===== config.mk =====
export PLATFORM = sky130hd
export DESIGN_NAME = tilemap_neighbor_reference_codec
export DESIGN_NICKNAME = d
export VERILOG_FILES = /design/src/sv/tnrc_pkg.sv /design/src/sv/tnrc_cell.sv /design/src/sv/tnrc_chain.sv /design/src/sv/tilemap_neighbor_reference_codec.sv
export SDC_FILE = /design/constraint.sdc
export NUM_CORES = 1
export LEC_CHECK = 0
export ABC_AREA = 1
export BUFFER_PORTS_ARGS = -buffer_cell sky130_fd_sc_hd__buf_2
export CAP_MARGIN = 25
export CORE_AREA = 2 2 171 106
export DETAILED_ROUTE_END_ITERATION = 10
export DIE_AREA = 0 0 173 108
export PLACE_DENSITY = 0.68
export REMOVE_ABC_BUFFERS = 1
export SLEW_MARGIN = 20
export SYNTH_ARGS = -nofsm -noshare
export SYNTH_HDL_FRONTEND = slang
export SYNTH_SLANG_ARGS = --single-unit

===== constraint.sdc =====
create_clock -name clk -period 2.1 [get_ports clk]
set_input_delay 0.105 -clock clk [delete_from_list [all_inputs] [get_ports clk]]
set_output_delay 0.105 -clock clk [all_outputs]
set_load 0.01 [all_outputs]

===== src/sv/tnrc_pkg.sv =====
// Package for the tilemap neighbor-reference codec.
// Holds screen sizes, code values and the result item type; no dependencies.
package tnrc_pkg;

    localparam int ROW_WIDTH    = 16;
    localparam int ROW_COUNT    = 13;
    localparam int HIST_DEPTH   = ROW_WIDTH + 1;
    localparam int SCREEN_TILES = ROW_WIDTH * ROW_COUNT;
    localparam int POS_W        = $clog2(SCREEN_TILES + HIST_DEPTH);
    localparam int TILE_W       = 8;
    localparam int CODE_W       = 2;

    localparam logic [CODE_W-1:0] CODE_LEFT       = 2'b00;
    localparam logic [CODE_W-1:0] CODE_ABOVE      = 2'b01;
    localparam logic [CODE_W-1:0] CODE_ABOVE_LEFT = 2'b10;
    localparam logic [CODE_W-1:0] CODE_LITERAL    = 2'b11;

    typedef logic [TILE_W-1:0] tile_t;
    typedef logic [CODE_W-1:0] code_t;
    typedef logic [POS_W-1:0]  pos_t;

    typedef struct packed {
        tile_t tile;
        code_t code;
        tile_t literal;
        logic  literal_present;
        logic  last_of_screen;
        logic  bad_reference;
    } result_t;

    typedef struct packed {
        tile_t left;
        tile_t above;
        tile_t above_left;
    } taps_t;

endpackage


===== src/sv/tnrc_cell.sv =====
// One history cell: holds a tile byte and passes it to the next cell.
// Depends on tnrc_pkg.
module tnrc_cell (
    input  logic           clk,
    input  logic           rst_n,
    input  logic           shift,
    input  tnrc_pkg::tile_t din,
    output tnrc_pkg::tile_t dout
);
    import tnrc_pkg::*;

    tile_t tile_reg;
    tile_t tile_next;

    always_comb
    begin
        tile_next = shift ? din : tile_reg;
    end

    always_ff @(posedge clk or negedge rst_n)
    begin
        if (!rst_n)
        begin
            tile_reg <= '0;
        end
        else
        begin
            tile_reg <= tile_next;
        end
    end

    assign dout = tile_reg;

endmodule


===== src/sv/tnrc_chain.sv =====
// Row of history cells, newest tile first, with the left, above and
// above-left taps. Depends on tnrc_pkg and tnrc_cell.
module tnrc_chain (
    input  logic            clk,
    input  logic            rst_n,
    input  logic            shift,
    input  tnrc_pkg::tile_t tile_new,
    output tnrc_pkg::taps_t taps
);
    import tnrc_pkg::*;

    tile_t q [HIST_DEPTH];

    genvar i;
    generate
        for (i = 0; i < HIST_DEPTH; i++)
        begin : g_cell
            if (i == 0)
            begin : g_head
                tnrc_cell u_cell (
                    .clk   (clk),
                    .rst_n (rst_n),
                    .shift (shift),
                    .din   (tile_new),
                    .dout  (q[i])
                );
            end
            else
            begin : g_body
                tnrc_cell u_cell (
                    .clk   (clk),
                    .rst_n (rst_n),
                    .shift (shift),
                    .din   (q[i-1]),
                    .dout  (q[i])
                );
            end
        end
    endgenerate

    assign taps.left       = q[0];
    assign taps.above      = q[ROW_WIDTH-1];
    assign taps.above_left = q[HIST_DEPTH-1];

endmodule


===== src/sv/tilemap_neighbor_reference_codec.sv =====
// Top level of the tilemap neighbor-reference codec: mode register, screen
// position, code selection and output register with skid. Uses tnrc_pkg, tnrc_chain.
//
//   channel | handshake           | payload
//   --------+---------------------+-----------------------------------------
//   in      | in_valid / in_stall | tile_in, code_in, literal_in
//   out     | out_valid/out_stall | tile_out, code_out, literal_out,
//           |                     | literal_present, last_of_screen, bad_reference
//   cfg     | cfg_write           | cfg_data (encode_mode)
//
// One item per cycle while in_stall is low; each result is registered before output.
// The history chain shifts in the same cycle, so the next item sees it at once.
// Reset clears the mode, the position and the history; no clearing pass.
// A stalled output holds in the output register; one more item goes to the
// skid register, and in_stall rises only while the skid register is full.
module tilemap_neighbor_reference_codec (
    input  logic            clk,
    input  logic            rst_n,
    input  logic            cfg_write,
    input  logic            cfg_data,
    input  logic            in_valid,
    output logic            in_stall,
    input  tnrc_pkg::tile_t tile_in,
    input  tnrc_pkg::code_t code_in,
    input  tnrc_pkg::tile_t literal_in,
    output logic            out_valid,
    input  logic            out_stall,
    output tnrc_pkg::tile_t tile_out,
    output tnrc_pkg::code_t code_out,
    output tnrc_pkg::tile_t literal_out,
    output logic            literal_present,
    output logic            last_of_screen,
    output logic            bad_reference
);
    import tnrc_pkg::*;

    logic    encode_mode_reg;
    logic    encode_mode_next;
    pos_t    pos_reg;
    pos_t    pos_next;
    result_t main_reg;
    result_t main_next;
    logic    main_valid_reg;
    logic    main_valid_next;
    result_t skid_reg;
    result_t skid_next;
    logic    skid_valid_reg;
    logic    skid_valid_next;

    taps_t   taps;
    result_t res;
    logic    accept;
    logic    take;
    logic    ok_left;
    logic    ok_above;
    logic    ok_above_left;

    assign accept = in_valid & ~skid_valid_reg;
    assign take   = main_valid_reg & ~out_stall;

    tnrc_chain u_chain (
        .clk      (clk),
        .rst_n    (rst_n),
        .shift    (accept),
        .tile_new (res.tile),
        .taps     (taps)
    );

    assign ok_left       = pos_reg >= POS_W'(1);
    assign ok_above      = pos_reg >= POS_W'(ROW_WIDTH);
    assign ok_above_left = pos_reg >= POS_W'(HIST_DEPTH);

    always_comb
    begin
        res                 = '0;
        res.last_of_screen  = (pos_reg == POS_W'(SCREEN_TILES - 1));
        if (encode_mode_reg)
        begin
            res.tile = tile_in;
            if (ok_left && tile_in == taps.left)
            begin
                res.code = CODE_LEFT;
            end
            else if (ok_above && tile_in == taps.above)
            begin
                res.code = CODE_ABOVE;
            end
            else if (ok_above_left && tile_in == taps.above_left)
            begin
                res.code = CODE_ABOVE_LEFT;
            end
            else
            begin
                res.code    = CODE_LITERAL;
                res.literal = tile_in;
            end
        end
        else
        begin
            res.code = code_in;
            unique case (code_in)
                CODE_LEFT:
                begin
                    res.tile          = ok_left ? taps.left : '0;
                    res.bad_reference = ~ok_left;
                end
                CODE_ABOVE:
                begin
                    res.tile          = ok_above ? taps.above : '0;
                    res.bad_reference = ~ok_above;
                end
                CODE_ABOVE_LEFT:
                begin
                    res.tile          = ok_above_left ? taps.above_left : '0;
                    res.bad_reference = ~ok_above_left;
                end
                default:
                begin
                    res.tile    = literal_in;
                    res.literal = literal_in;
                end
            endcase
        end
        res.literal_present = (res.code == CODE_LITERAL);
    end

    always_comb
    begin
        encode_mode_next = cfg_write ? cfg_data : encode_mode_reg;
        pos_next         = pos_reg;
        if (accept)
        begin
            pos_next = res.last_of_screen ? '0 : pos_reg + POS_W'(1);
        end

        main_next       = main_reg;
        main_valid_next = main_valid_reg;
        skid_next       = skid_reg;
        skid_valid_next = skid_valid_reg;
        if (!main_valid_reg || take)
        begin
            if (skid_valid_reg)
            begin
                main_next       = skid_reg;
                main_valid_next = 1'b1;
                skid_valid_next = 1'b0;
            end
            else
            begin
                main_next       = res;
                main_valid_next = accept;
            end
        end
        else if (accept)
        begin
            skid_next       = res;
            skid_valid_next = 1'b1;
        end
    end

    always_ff @(posedge clk or negedge rst_n)
    begin
        if (!rst_n)
        begin
            encode_mode_reg <= 1'b0;
            pos_reg         <= '0;
            main_valid_reg  <= 1'b0;
            skid_valid_reg  <= 1'b0;
        end
        else
        begin
            encode_mode_reg <= encode_mode_next;
            pos_reg         <= pos_next;
            main_valid_reg  <= main_valid_next;
            skid_valid_reg  <= skid_valid_next;
        end
    end

    always_ff @(posedge clk)
    begin
        main_reg <= main_next;
        skid_reg <= skid_next;
    end

    assign in_stall        = skid_valid_reg;
    assign out_valid       = main_valid_reg;
    assign tile_out        = main_reg.tile;
    assign code_out        = main_reg.code;
    assign literal_out     = main_reg.literal;
    assign literal_present = main_reg.literal_present;
    assign last_of_screen  = main_reg.last_of_screen;
    assign bad_reference   = main_reg.bad_reference;

    a_skid_needs_main: assert property (@(posedge clk) disable iff (!rst_n)
        skid_valid_reg |-> main_valid_reg)
        else $error("skid register full while output register empty");

    a_pos_range: assert property (@(posedge clk) disable iff (!rst_n)
        pos_reg < POS_W'(SCREEN_TILES))
        else $error("screen position out of range");

    a_pos_wrap: assert property (@(posedge clk) disable iff (!rst_n)
        accept && res.last_of_screen |=> pos_reg == '0)
        else $error("screen position did not wrap after last tile");

    a_bad_zero: assert property (@(posedge clk) disable iff (!rst_n)
        out_valid && bad_reference |-> tile_out == '0 && !literal_present)
        else $error("bad reference with nonzero tile or literal");

endmodule

======== Word level (Yosys, flattened, before mapping) ========
Cells that the tools add are included.
storage, ports and cells
  flip-flop bits (word level) ............. 189
  bits of input ports ..................... 24
  word-level logic and storage cells ...... 80
operators by class
  add/subtract/negate cells ............... 1
  order comparisons ....................... 3
  equal/unequal tests ..................... 7
  mux-type cells .......................... 19
  bitwise gates (word level) .............. 8
  reductions and logical operators ........ 9
operator list
  kind                                                                count
  two-way mux 8 bit                                                   8
  == test 8 bit                                                       3
  one-hot mux 8 bit (3 select lines)                                  1
  two-way mux 21 bit                                                  1
  two-way mux 18 bit                                                  1
  greater-or-equal comparator 8 x 5 -> 1 bit (second input constant)  2
  adder 8 x 1 -> 8 bit (second input constant)                        1
  == test 8 bit (second input constant)                               1
  greater-or-equal comparator 8 x 1 -> 1 bit (second input constant)  1
  NOT 1 bit                                                           6
  two-way mux 1 bit                                                   5
  == test 2 bit (second input constant)                               2
  two-way mux 2 bit                                                   2
  logical AND 1 bit                                                   3
  one-hot mux 1 bit (3 select lines)                                  1
  OR reduction 3 bit                                                  1
  AND 1 bit                                                           2
  == test 2 x 1 -> 1 bit (second input constant)                      1
  zero test 2 bit                                                     1
  AND reduction 2 bit                                                 1
  nonzero test 2 bit                                                  1
  zero test 1 bit                                                     1
  logical OR 1 bit                                                    1

======== Longest topological paths before layout ========
Gate-level depths: netlist of run 1.
  depth in word-level cells ............... 8
  gate-level depth with buffers ........... 14

======== By module ========
A second synthesis of run 1 with hierarchy kept.
unflattened totals
  cells, all modules ...................... 994
  area total of the unflattened synthesis .. 8,504.4 um^2
by module, submodules not included
  module                            times used  cells each  area each (um^2)  seq. area each (um^2)
  tnrc_cell                         17          34          305.3             200.2
  tilemap_neighbor_reference_codec  1           416         3,314.4           1,536.5

======== Least setup slack after synthesis of run 1 ========
Ideal clock, no wire load.
  path type ............................... register to register
  start point ............................. reg skid_valid_reg (netlist: in_stall)
  end point ............................... reg skid_reg[0] (netlist name) (enable)
  arrival ................................. 1.902 ns
  path slack .............................. -0.201 ns
  cell stages (with the launch flop) ...... 6
  buffers on the path ..................... 2
  clock period less this slack ............ 2.301 ns
  cell sequence ........................... dfrtp_1 -> inv_2 -> nand2_1 -> buf_2 -> clkbuf_1 -> nor2_1
between the ends
  word-level cells in the longest chain between the ends .. 3
ends and longest elaborated chain
  item                                  RTL line                                 source
  start, declared                       tilemap_neighbor_reference_codec.sv:47   logic skid_valid_reg;
  start signal, assigned                tilemap_neighbor_reference_codec.sv:175  skid_valid_reg <= skid_valid_next;
  NOT 1 bit                             tilemap_neighbor_reference_codec.sv:58   assign accept = in_valid & ~skid_valid_reg;
  AND 1 bit                             tilemap_neighbor_reference_codec.sv:58
  AND reduction 2 bit (no source line)  n/a
  end signal, assigned                  tilemap_neighbor_reference_codec.sv:182  skid_reg <= skid_next;
  end, declared                         tilemap_neighbor_reference_codec.sv:45   result_t skid_reg;
No other way between the ends.
A chain may end at the register's enable or synchronous reset.

==> run_results.csv, run 1 <==
group,metric,value,unit
yosys,yosys_most_used_dff,"dfrtp_1",
yosys,synth.distinct_cells,32,
drt,drc,0,
grt,antenna_found_initial,0,
floorplanning,start_util,48.6,%
yosys,ys_seq_area_share,60.0,%
floorplanning,die-area,18700,sq um
grt,overflow,0,
placed_design,dp_hpwl,11200,um
drt,routed_wl,16900,um
sta,timing.slew.headroom,61.9,%
grt,grt_max_degree,136,
run_status,status,"complete, no violations",
yosys,synth-edff-count,42,
cells_and_area,nNetsFinal,1025,
sta,timing.hold.ws,0.0245,ns
yosys,synth_top_cell_by_area,"dfrtp_1",
hold_path,whs_endpoint,"skid_reg[9]",
cells_and_area,antenna_cells,0,
floorplanning,fp.dieW,173,um
pwr,max-vdd-ir-drop,0.614,mV
floorplanning,fp.dieH,108,um
floorplanning,num_io_pins,47,
setup_path,regToRegSetupSlack,0.20,ns
setup_path,slowest_stage,"dfrtp_1",
grt,grt_pass1_vias,5971,
setup_path,end_kind,"register",
grt,grt_pass1_wl,29300,um
setup_path,path_max_fanout,10,
drt,drt_iter0_markers,649,
setup_path,crit_top_cell,"nand2_1",
setup_path,r2r_cells,13,
placed_design,place.gp.congestion,0.901,
setup_path,path_cells,"inv_1 -> ha_1 -> inv_1 -> nor2_1 -> nand2_1 -> nand2_1 -> nand2_4 -> nand3_1 -> nand3_1 -> nand2_1 -> nand3_1 -> nand2_1 -> nand2_1",
yosys,yosysMostFrequentCell,"nand2_1",
yosys,yosys_register_bits,189,
floorplanning,rows,37,
sta,finalSetupTns,0,ns
yosys,synth_common_cells,"nand2_1, dfrtp_1, nand3_1, o21ai_0, inv_1",
clocking,post_cts_buffers,0,
clocking,numCtsBuffers,17,
setup_path,critPathBufInv,2,
grt,grtUsageTotal,19.7,%
sta,fmax,526,MHz
sta,rsz0062_at_grt,"no",
yosys,ys_async_sr_fraction,77.8,%
setup_path,cp_data_required_time,2.29,ns
setup_path,arrival,2.09,ns
setup_path,crit_type,"reg -> reg",
hold_path,hold_path_startpoint,"literal_in[6]",
yosys,synth_area,8230,sq um
yosys,ys_warn_count,0,
clocking,clk_latency,0.43,ns
clocking,cts_tree,"built",
placed_design,placed_cells,1209,
yosys,synth_top_area_share,44.7,%
setup_path,critical-path-max-stage-delay,0.40,ns
drt,wl_per_cell,13.6,um
placed_design,io_buffers,46,
clocking,cts_max_level,4,
hold_path,hold_path.class,"in -> reg",
sta,period_minus_slack,1.90,ns
sta,tightestPinTransition,0.572,ns
sta,finalHoldViolCount,0,
setup_path,critPathLaunchType,"register",
yosys,synth.avg_cell_area,8.64,sq um
clocking,clkTransAtPathRegs,0.07,ns
yosys,yosys-top-cells-area,"dfrtp_1, nand2_1, edfxtp_1",
yosys,synth_cells,952,
clocking,clock_tree.root_cell,"clkbuf_16",
setup_path,rr_startpoint,"pos_reg[0]",
clocking,clock_sinks,189,
floorplanning,core_area,16900,sq um
setup_path,r2r-end,"tile_out[3]",
cells_and_area,fill_cells,1508,
cells_and_area,synthToLayoutAreaGrowth,14.1,%
job,cap_violations,0,
pwr,p_leak,4.78,nW
sta,report.final.slew_viol_count,0,
drt,vias,6142,
drt,drtPass1Iterations,5,
hold_path,whs_path_depth,3,
sta,fin_crit_sh,90.6,%
cells_and_area,postLayoutCoreUtil,55.4,%
sta,clock_skew,0.0111,ns
drt,ant_nets,0,
cells_and_area,largest_reg_flops,128,
setup_path,critPathTopFamily,"simple AND/OR/NAND/NOR gates",
pwr,total_power,0.00990,W
cells_and_area,stdcell_count,1245,
drt,viasPerCell,4.93,
cells_and_area,drive_above_1_share,12.8,%
clocking,clockBufferDepth,2,
sta,setup_viol,0,
pwr,powerDensity,1050,nW/um^2
-- timing repair --
item	in CTS	in global routing
setup endpoints to repair	0	4
endpoints found under the hold margin	49	0
hold buffers	4	0
gates resized for setup	0	1
-- layout make-up --
cell class | count | area (sq um) | area share, %
Timing Repair Buffer | 67 | 454 | 4.84
Clock inverter | 11 | 105 | 1.12
Multi-Input combinational cell | 669 | 2920 | 31.1
Sequential cell | 189 | 4940 | 52.6
Tap cell | 234 | 293 | 3.12
Clock buffer | 21 | 472 | 5.03
Inverter | 54 | 205 | 2.19
-- where the power goes --
group	internal, W	switching, W
combinational	0.000638	0.00106
sequential	0.00456	0.000491
clock	0.00175	0.00141
-- worst max-delay path by stage --
| stage | from | to | slack, ns | cells past startpoint |
|---|---|---|---|---|
| 5_1_grt | pos_reg[1] | literal_present | 0.04 | 13 |
| 3_3_place_gp | pos_reg[0] | tile_out[6] | 0.24 | 13 |
| 3_5_place_dp | pos_reg[0] | tile_out[3] | 0.15 | 13 |
| 4_1_cts | pos_reg[0] | tile_out[3] | 0.14 | 13 |
| 6_report | pos_reg[0] | tile_out[3] | 0.20 | 13 |
| 2_1_floorplan | in_stall | pos_reg[0] | -4.67 | 5 |
-- through the flow --
step / worst slack, ns / cell area [sq um]
floorplan: -4.67 / 8050
global placement: 0.242 / 8760
detailed placement: 0.151 / 8760
CTS: 0.137 / 9380
global route: 0.0392 / 9390
finish: 0.197 / 9390
-- cell usage in the layout, fill, tap and decap left out, drive strengths merged --
| master | synthesis | routed |
|---|---|---|
| nand2 | 485 | 485 |
| dfrtp | 147 | 147 |
| buf | 18 | 63 |
| nand3 | 60 | 60 |
| inv | 53 | 57 |
| o21ai | 50 | 50 |
| edfxtp | 42 | 42 |
| nor2 | 39 | 39 |
| clkbuf | 22 | 21 |
| xnor2 | 13 | 13 |
| clkinv | 1 | 6 |
| nand4 | 4 | 4 |
| nor3 | 4 | 4 |
| dlygate4sd3 | 0 | 4 |
| xor2 | 3 | 3 |
| ha | 3 | 3 |
| a21oi | 2 | 2 |
| a31oi | 2 | 2 |
| nand3b | 1 | 1 |
| o221ai | 1 | 1 |
| o21a | 1 | 1 |
| and2 | 1 | 1 |
| clkinvlp | 0 | 1 |
| bufinv | 0 | 1 |
-- layer usage --
| metal | track usage, % | wire (um) | part of all wire (%) |
|---|---|---|---|
| met1 | 30.3 | 8900 | 53 |
| met2 | 27.6 | 6830 | 40 |
| met3 | 5.06 | 1070 | 6.3 |
| met4 | 5.33 | 121 | 0.72 |
| met5 | 0 | 0 | 0 |
-- logic make-up after synthesis --
| kind of cell | count (synthesis) | share of synthesized area (%) |
|---|---|---|
| flops | 189 | 60.0 |
| xor+xnor | 16 | 1.70 |
| compound gates | 56 | 3.51 |
| fa+ha+maj | 3 | 0.456 |
| simple gates | 594 | 29.6 |
| buf+inv | 94 | 4.64 |
-- worst register-to-register path: cells and delay by family, from the launching register on --
| kind | cells | cell delay, ns |
|---|---|---|
| AND/OR/NAND/NOR | 10 | 0.89 |
| flip-flops | 1 | 0.40 |
| adder cells (fa/ha/maj) | 1 | 0.21 |
| buffers and inverters | 2 | 0.17 |
Note: power is estimated with default switching activity, not from simulation.
==> inputs of run 2 (changes only) <==
--- a/config.mk
+++ b/config.mk
@@ -8,10 +8,11 @@
 export ABC_AREA = 1
 export BUFFER_PORTS_ARGS = -buffer_cell sky130_fd_sc_hd__buf_2
 export CAP_MARGIN = 25
-export CORE_AREA = 2 2 171 106
+export CORE_AREA = 2 2 133 135
 export DETAILED_ROUTE_END_ITERATION = 10
-export DIE_AREA = 0 0 173 108
+export DIE_AREA = 0 0 135 137
 export PLACE_DENSITY = 0.68
+export RECOVER_POWER = 100
 export REMOVE_ABC_BUFFERS = 1
 export SLEW_MARGIN = 20
 export SYNTH_ARGS = -nofsm -noshare
==> run_results.csv, run 2 (same netlist as run 1, synthesis figures left out) <==
group,metric,value,unit
setup_path,setup.worst_path.end,"literal_present",
hold_path,hold_path.class,"in -> reg",
floorplanning,die-area,18500,sq um
sta,timing.slew.headroom,14.5,%
pwr,p_comb_share,16.2,%
setup_path,rr_startpoint,"pos_reg[0]",
clocking,numCtsBuffers,17,
drt,drt_iter0_markers,500,
setup_path,cp-startpoint,"pos_reg[0]",
grt,grt_pass1_vias,5494,
sta,report.final.slew_viol_count,0,
cells_and_area,layout_commonest_cell,"nand2_1",
clocking,clock_tree.root_cell,"clkbuf_16",
grt,overflow,0,
drt,routed_wl,15800,um
drt,wl_per_cell,12.8,um
clocking,clockBufferDepth,2,
floorplanning,fp.dieH,137,um
pwr,clkPwrFrac,32.7,%
setup_path,critical-path-max-stage-delay,0.37,ns
clocking,clkTransAtPathRegs,0.07,ns
clocking,clock_sinks,189,
setup_path,critPathTopFamily,"simple AND/OR/NAND/NOR gates",
floorplanning,core_area,17100,sq um
cells_and_area,drive_above_1_share,9.40,%
placed_design,dp_hpwl,10300,um
setup_path,cp_data_required_time,2.28,ns
cells_and_area,stdcell_count,1236,
pwr,p_sw_share,28.7,%
pwr,powerDensity,1060,nW/um^2
setup_path,end_kind,"register",
sta,finalHoldViolCount,0,
setup_path,r2r-end,"literal_present",
pwr,seq_power_share,51.0,%
placed_design,place.gp.congestion,0.887,
setup_path,crit_top_cell,"nand2_1",
run_status,status,"complete, no violations",
setup_path,slowest_stage,"dfrtp_1",
job,cap_violations,0,
placed_design,placed_cells,1200,
clocking,cts-hold-fix-buffers,4,
cells_and_area,antenna_cells,0,
clocking,ctsResizeCount,0,
clocking,clk_latency,0.43,ns
clocking,cts_tree,"built",
sta,setup_viol,0,
cells_and_area,largest_reg_flops,128,
cells_and_area,seq_area,4940,sq um
clocking,cts_max_level,4,
cells_and_area,final_area,9280,sq um
setup_path,cp_num_cells,14,
drt,viasPerCell,4.77,
grt,antenna_found_initial,0,
setup_path,path_cells,"inv_1 -> ha_1 -> inv_1 -> nor2_1 -> nand2_1 -> nand2_1 -> nand2_2 -> nand3_1 -> nor2_1 -> nand2_1 -> nand2_1 -> nand2_1 -> nand3_1 -> nand2_1",
placed_design,io_buffers,46,
setup_path,arrival,2.08,ns
drt,vias,5898,
sta,finalSetupTns,0,ns
floorplanning,num_io_pins,47,
sta,period_minus_slack,1.90,ns
floorplanning,fp.dieW,135,um
pwr,internal-power,0.00702,W
setup_path,critPathLaunchType,"register",
pwr,max-vdd-ir-drop,0.667,mV
sta,rsz0062_at_grt,"no",
drt,drc,0,
cells_and_area,fill_cells,1586,
setup_path,r2r_cells,14,
cells_and_area,multi_input_comb_area,2880,sq um
cells_and_area,nNetsFinal,1025,
sta,clock_skew,0.00705,ns
drt,drtPass1Iterations,5,
cells_and_area,final_cell_mix,"nand2_1, dfrtp_1, nand3_1",
floorplanning,rows,48,
sta,timing.hold.ws,0.0516,ns
sta,tightestPinTransition,1.28,ns
setup_path,path_max_fanout,10,
drt,ant_nets,0,
sta,fmax,526,MHz
grt,grt_max_degree,136,
cells_and_area,synthToLayoutAreaGrowth,12.8,%
clocking,post_cts_buffers,0,
placed_design,placed_area,8740,sq um
sta,fin_crit_sh,90.5,%
grt,grtUsageTotal,18.5,%
floorplanning,start_util,48.2,%
setup_path,crit_type,"reg -> reg",
pwr,p_leak,4.68,nW
setup_path,critPathBufInv,2,
setup_path,regToRegSetupSlack,0.20,ns
pwr,p_sw,0.00283,W
grt,grt_pass1_wl,27200,um
run 2: cell count changes in the layout (fill, tap and decap cells not counted), sizes merged:
cell      previous run  this run
clkbuf              21        55
buf                 63        33
clkinv               6         1
clkinvlp             1         5
inv                 57        54
run 2: area by class of cell:
class | count | share of cell area [%]
Clock buffer | 25 | 5.67
Clock inverter | 7 | 0.822
Inverter | 54 | 2.18
Multi-Input combinational cell | 669 | 31.1
Sequential cell | 189 | 53.2
Tap cell | 225 | 3.03
Timing Repair Buffer | 67 | 4.02
run 2: worst min path at each step:
stage	start	to	slack, ns	cells after the start
4_1_cts	literal_in[7]	skid_reg[10]	0.03	3
5_1_grt	literal_in[7]	skid_reg[10]	0.05	3
2_1_floorplan	rst_n	encode_mode_reg	-0.19	0
3_3_place_gp	rst_n	u_chain.g_cell[12].g_body.u_cell.dout[6]	0.09	1
6_report	literal_in[7]	skid_reg[10]	0.05	3
3_5_place_dp	rst_n	u_chain.g_cell[3].g_body.u_cell.dout[6]	0.09	1
run 2: stage by stage:
step / util, % / setup WS (ns) / total power [W]
final: 54.4 / 0.200 / 0.00985
after global routing: 54.4 / 0.0246 / 0.0105
after CTS: 55.0 / 0.206 / 0.00999
after detailed placement: 51.2 / 0.230 / 0.00674
after global placement: 51.2 / 0.288 / 0.00668
after floorplan: - / -4.67 / 0.00618
run 2: power by group through the flow:
stage               registers (W)  clock network, W  logic [W]
floorplan                 0.00502                 0    0.00116
global placement          0.00507                 0    0.00161
detailed placement        0.00508                 0    0.00166
CTS                       0.00503           0.00329    0.00168
global route              0.00513           0.00345    0.00188
finish                    0.00503           0.00323    0.00160
run 2: tightest hold or removal path, stage by stage:
cell     delay, ns
buf_2         0.08
nand2_1       0.07
nand2_1       0.10
run 2: routing by layer:
layer | wire length (um) | share of wire, % | track usage [%]
met5 | 0 | 0 | 0
met1 | 7860 | 50 | 26.7
met4 | 252 | 1.6 | 6.71
met2 | 7110 | 45 | 28.3
met3 | 553 | 3.5 | 3.37
==> inputs of run 3 (changes only) <==
--- a/config.mk
+++ b/config.mk
@@ -11,7 +11,7 @@
 export CORE_AREA = 2 2 133 135
 export DETAILED_ROUTE_END_ITERATION = 10
 export DIE_AREA = 0 0 135 137
-export PLACE_DENSITY = 0.68
+export PLACE_DENSITY = 0.79
 export RECOVER_POWER = 100
 export REMOVE_ABC_BUFFERS = 1
 export SLEW_MARGIN = 20
==> run_results.csv, run 3 (same netlist as run 1, synthesis figures left out) <==
group,metric,value,unit
clocking,clock_sinks,189,
sta,finalHoldViolCount,0,
cells_and_area,largest_reg_flops,128,
sta,period_minus_slack,1.89,ns
grt,grt_max_degree,127,
setup_path,slowest_stage,"dfrtp_1",
setup_path,end_kind,"register",
setup_path,critical-path-max-stage-delay,0.40,ns
clocking,clock_tree.root_cell,"clkbuf_16",
setup_path,regToRegSetupSlack,0.21,ns
drt,routed_wl,16000,um
placed_design,dp_hpwl,10400,um
sta,setup_viol,0,
hold_path,hold_path.class,"in -> reg",
cells_and_area,stdcell_count,1234,
sta,fmax,530,MHz
drt,wl_per_cell,13.0,um
setup_path,cp-startpoint,"pos_reg[0]",
clocking,cts_tree,"built",
grt,grt_pass1_vias,5851,
grt,overflow,0,
setup_path,path_max_fanout,10,
setup_path,path_cells,"inv_1 -> ha_1 -> inv_1 -> nor2_1 -> nand2_1 -> nand2_1 -> nand2_4 -> nand3_1 -> nand3_1 -> nand2_1 -> nand3_1 -> nand2_1 -> nand2_1",
pwr,p_leak,4.70,nW
clocking,cts_max_level,4,
grt,grt_pass1_wl,27200,um
setup_path,critPathBufInv,2,
sta,rsz0062_at_grt,"no",
floorplanning,start_util,48.2,%
sta,report.final.slew_viol_count,0,
drt,drtPass1Iterations,5,
setup_path,crit_top_cell,"nand2_1",
drt,drt_iter0_markers,455,
grt,grtUsageTotal,18.4,%
pwr,p_comb_share,16.4,%
pwr,p_sw_share,29.2,%
placed_design,io_buffers,46,
cells_and_area,nNetsFinal,1023,
hold_path,hold_path_startpoint,"literal_in[7]",
setup_path,arrival,2.07,ns
floorplanning,core_area,17100,sq um
setup_path,critPathTopFamily,"simple AND/OR/NAND/NOR gates",
pwr,internal-power,0.00706,W
placed_design,placed_cells,1198,
cells_and_area,final_area,9320,sq um
drt,ant_nets,0,
setup_path,rr_startpoint,"pos_reg[0]",
pwr,max-vdd-ir-drop,0.676,mV
run_status,status,"complete, no violations",
floorplanning,num_io_pins,47,
clocking,numCtsBuffers,17,
job,cap_violations,0,
clocking,post_cts_buffers,0,
drt,viasPerCell,5.00,
floorplanning,die-area,18500,sq um
placed_design,placed_area,8740,sq um
sta,tightestPinTransition,1.27,ns
setup_path,cp_data_required_time,2.29,ns
placed_design,place.gp.congestion,0.877,
drt,drc,0,
sta,finalSetupTns,0,ns
grt,antenna_found_initial,0,
pwr,p_sw,0.00291,W
cells_and_area,layout_commonest_cell,"nand2_1",
clocking,clkTransAtPathRegs,0.07,ns
cells_and_area,synthToLayoutAreaGrowth,13.3,%
pwr,powerDensity,1070,nW/um^2
sta,fin_crit_sh,89.8,%
clocking,clockBufferDepth,2,
floorplanning,fp.dieW,135,um
pwr,seq_power_share,50.6,%
cells_and_area,antenna_cells,0,
cells_and_area,drive_above_1_share,9.61,%
sta,clock_skew,0.00666,ns
cells_and_area,final_cell_mix,"nand2_1, dfrtp_1, nand3_1",
drt,vias,6164,
sta,timing.slew.headroom,15.3,%
clocking,clk_latency,0.43,ns
setup_path,crit_type,"reg -> reg",
floorplanning,rows,48,
setup_path,critPathLaunchType,"register",
floorplanning,fp.dieH,137,um
pwr,clkPwrFrac,33.0,%
-- run 3: cell count changes in the layout (fill, tap and decap cells not counted), sizes merged --
| cell | before | now |
|---|---|---|
| clkinvlp | 5 | 3 |
| bufinv | 1 | 2 |
| clkbuf | 55 | 50 |
| buf | 33 | 32 |
| clkinv | 1 | 4 |
| inv | 54 | 56 |
-- run 3: worst register-to-register path: stages (launching register included) --
cell	delay, ns
dfrtp_1	0.40
inv_1	0.11
ha_1	0.20
inv_1	0.05
nor2_1	0.08
nand2_1	0.06
nand2_1	0.12
nand2_4	0.12
nand3_1	0.10
nand3_1	0.07
nand2_1	0.07
nand3_1	0.12
nand2_1	0.10
nand2_1	0.05
-- run 3: cell type report --
cell class,instances,area (sq um)
clock buffer,21,482
fill,1500,7740
clock inverter,11,131
inverter,54,203
multi-input combinational,669,2900
tap,225,282
timing repair buffer,65,382
sequential,189,4940
-- run 3: final timing paths --
check	endpoint	depth (start not counted)
setup / recovery	tile_out[0]	13
hold / removal	skid_reg[10]	3
setup reg to reg	tile_out[0]	13
hold reg to reg	u_chain.g_cell[8].g_body.u_cell.dout[0]	2
max in group asynchronous	u_chain.g_cell[14].g_body.u_cell.dout[7]	3
min in group asynchronous	u_chain.g_cell[7].g_body.u_cell.dout[6]	2
-- run 3: stage by stage --
| stage | power [W] | util (%) | setup WS [ns] | hold slack (ns) |
|---|---|---|---|---|
| global route | 0.0105 | 54.6 | 0.0515 | 0.0495 |
| floorplan | 0.00618 | - | -4.67 | -0.191 |
| detailed placement | 0.00676 | 51.2 | 0.224 | 0.0808 |
| global placement | 0.00666 | 51.2 | 0.287 | 0.0793 |
| finish | 0.00997 | 54.6 | 0.214 | 0.0408 |
| CTS | 0.0101 | 55.1 | 0.197 | 0.0304 |
-- run 3: power groups by stage --
stage	Sequential, W	Clock [W]	Combinational [W]
2_1_floorplan	0.00502	0	0.00116
3_3_place_gp	0.00506	0	0.00159
3_5_place_dp	0.00509	0	0.00167
4_1_cts	0.00504	0.00334	0.00170
5_1_grt	0.00514	0.00350	0.00191
6_report	0.00504	0.00329	0.00164
-- run 3: routing by layer --
layer / track usage, % / vias up / part of all wire (%)
li1: - / 3074 / -
met1: 24.0 / 2911 / 45
met2: 30.1 / 144 / 48
met3: 3.63 / 35 / 4.4
met4: 8.33 / 0 / 2.7
met5: 0 / - / 0
-- run 3: what timing repair did --
| action | in CTS | in global routing |
|---|---|---|
| endpoints found under the setup margin | 0 | 1 |
| resized for setup | 0 | 1 |
| hold buffers | 4 | 0 |
| endpoints found under the hold margin | 51 | 0 |
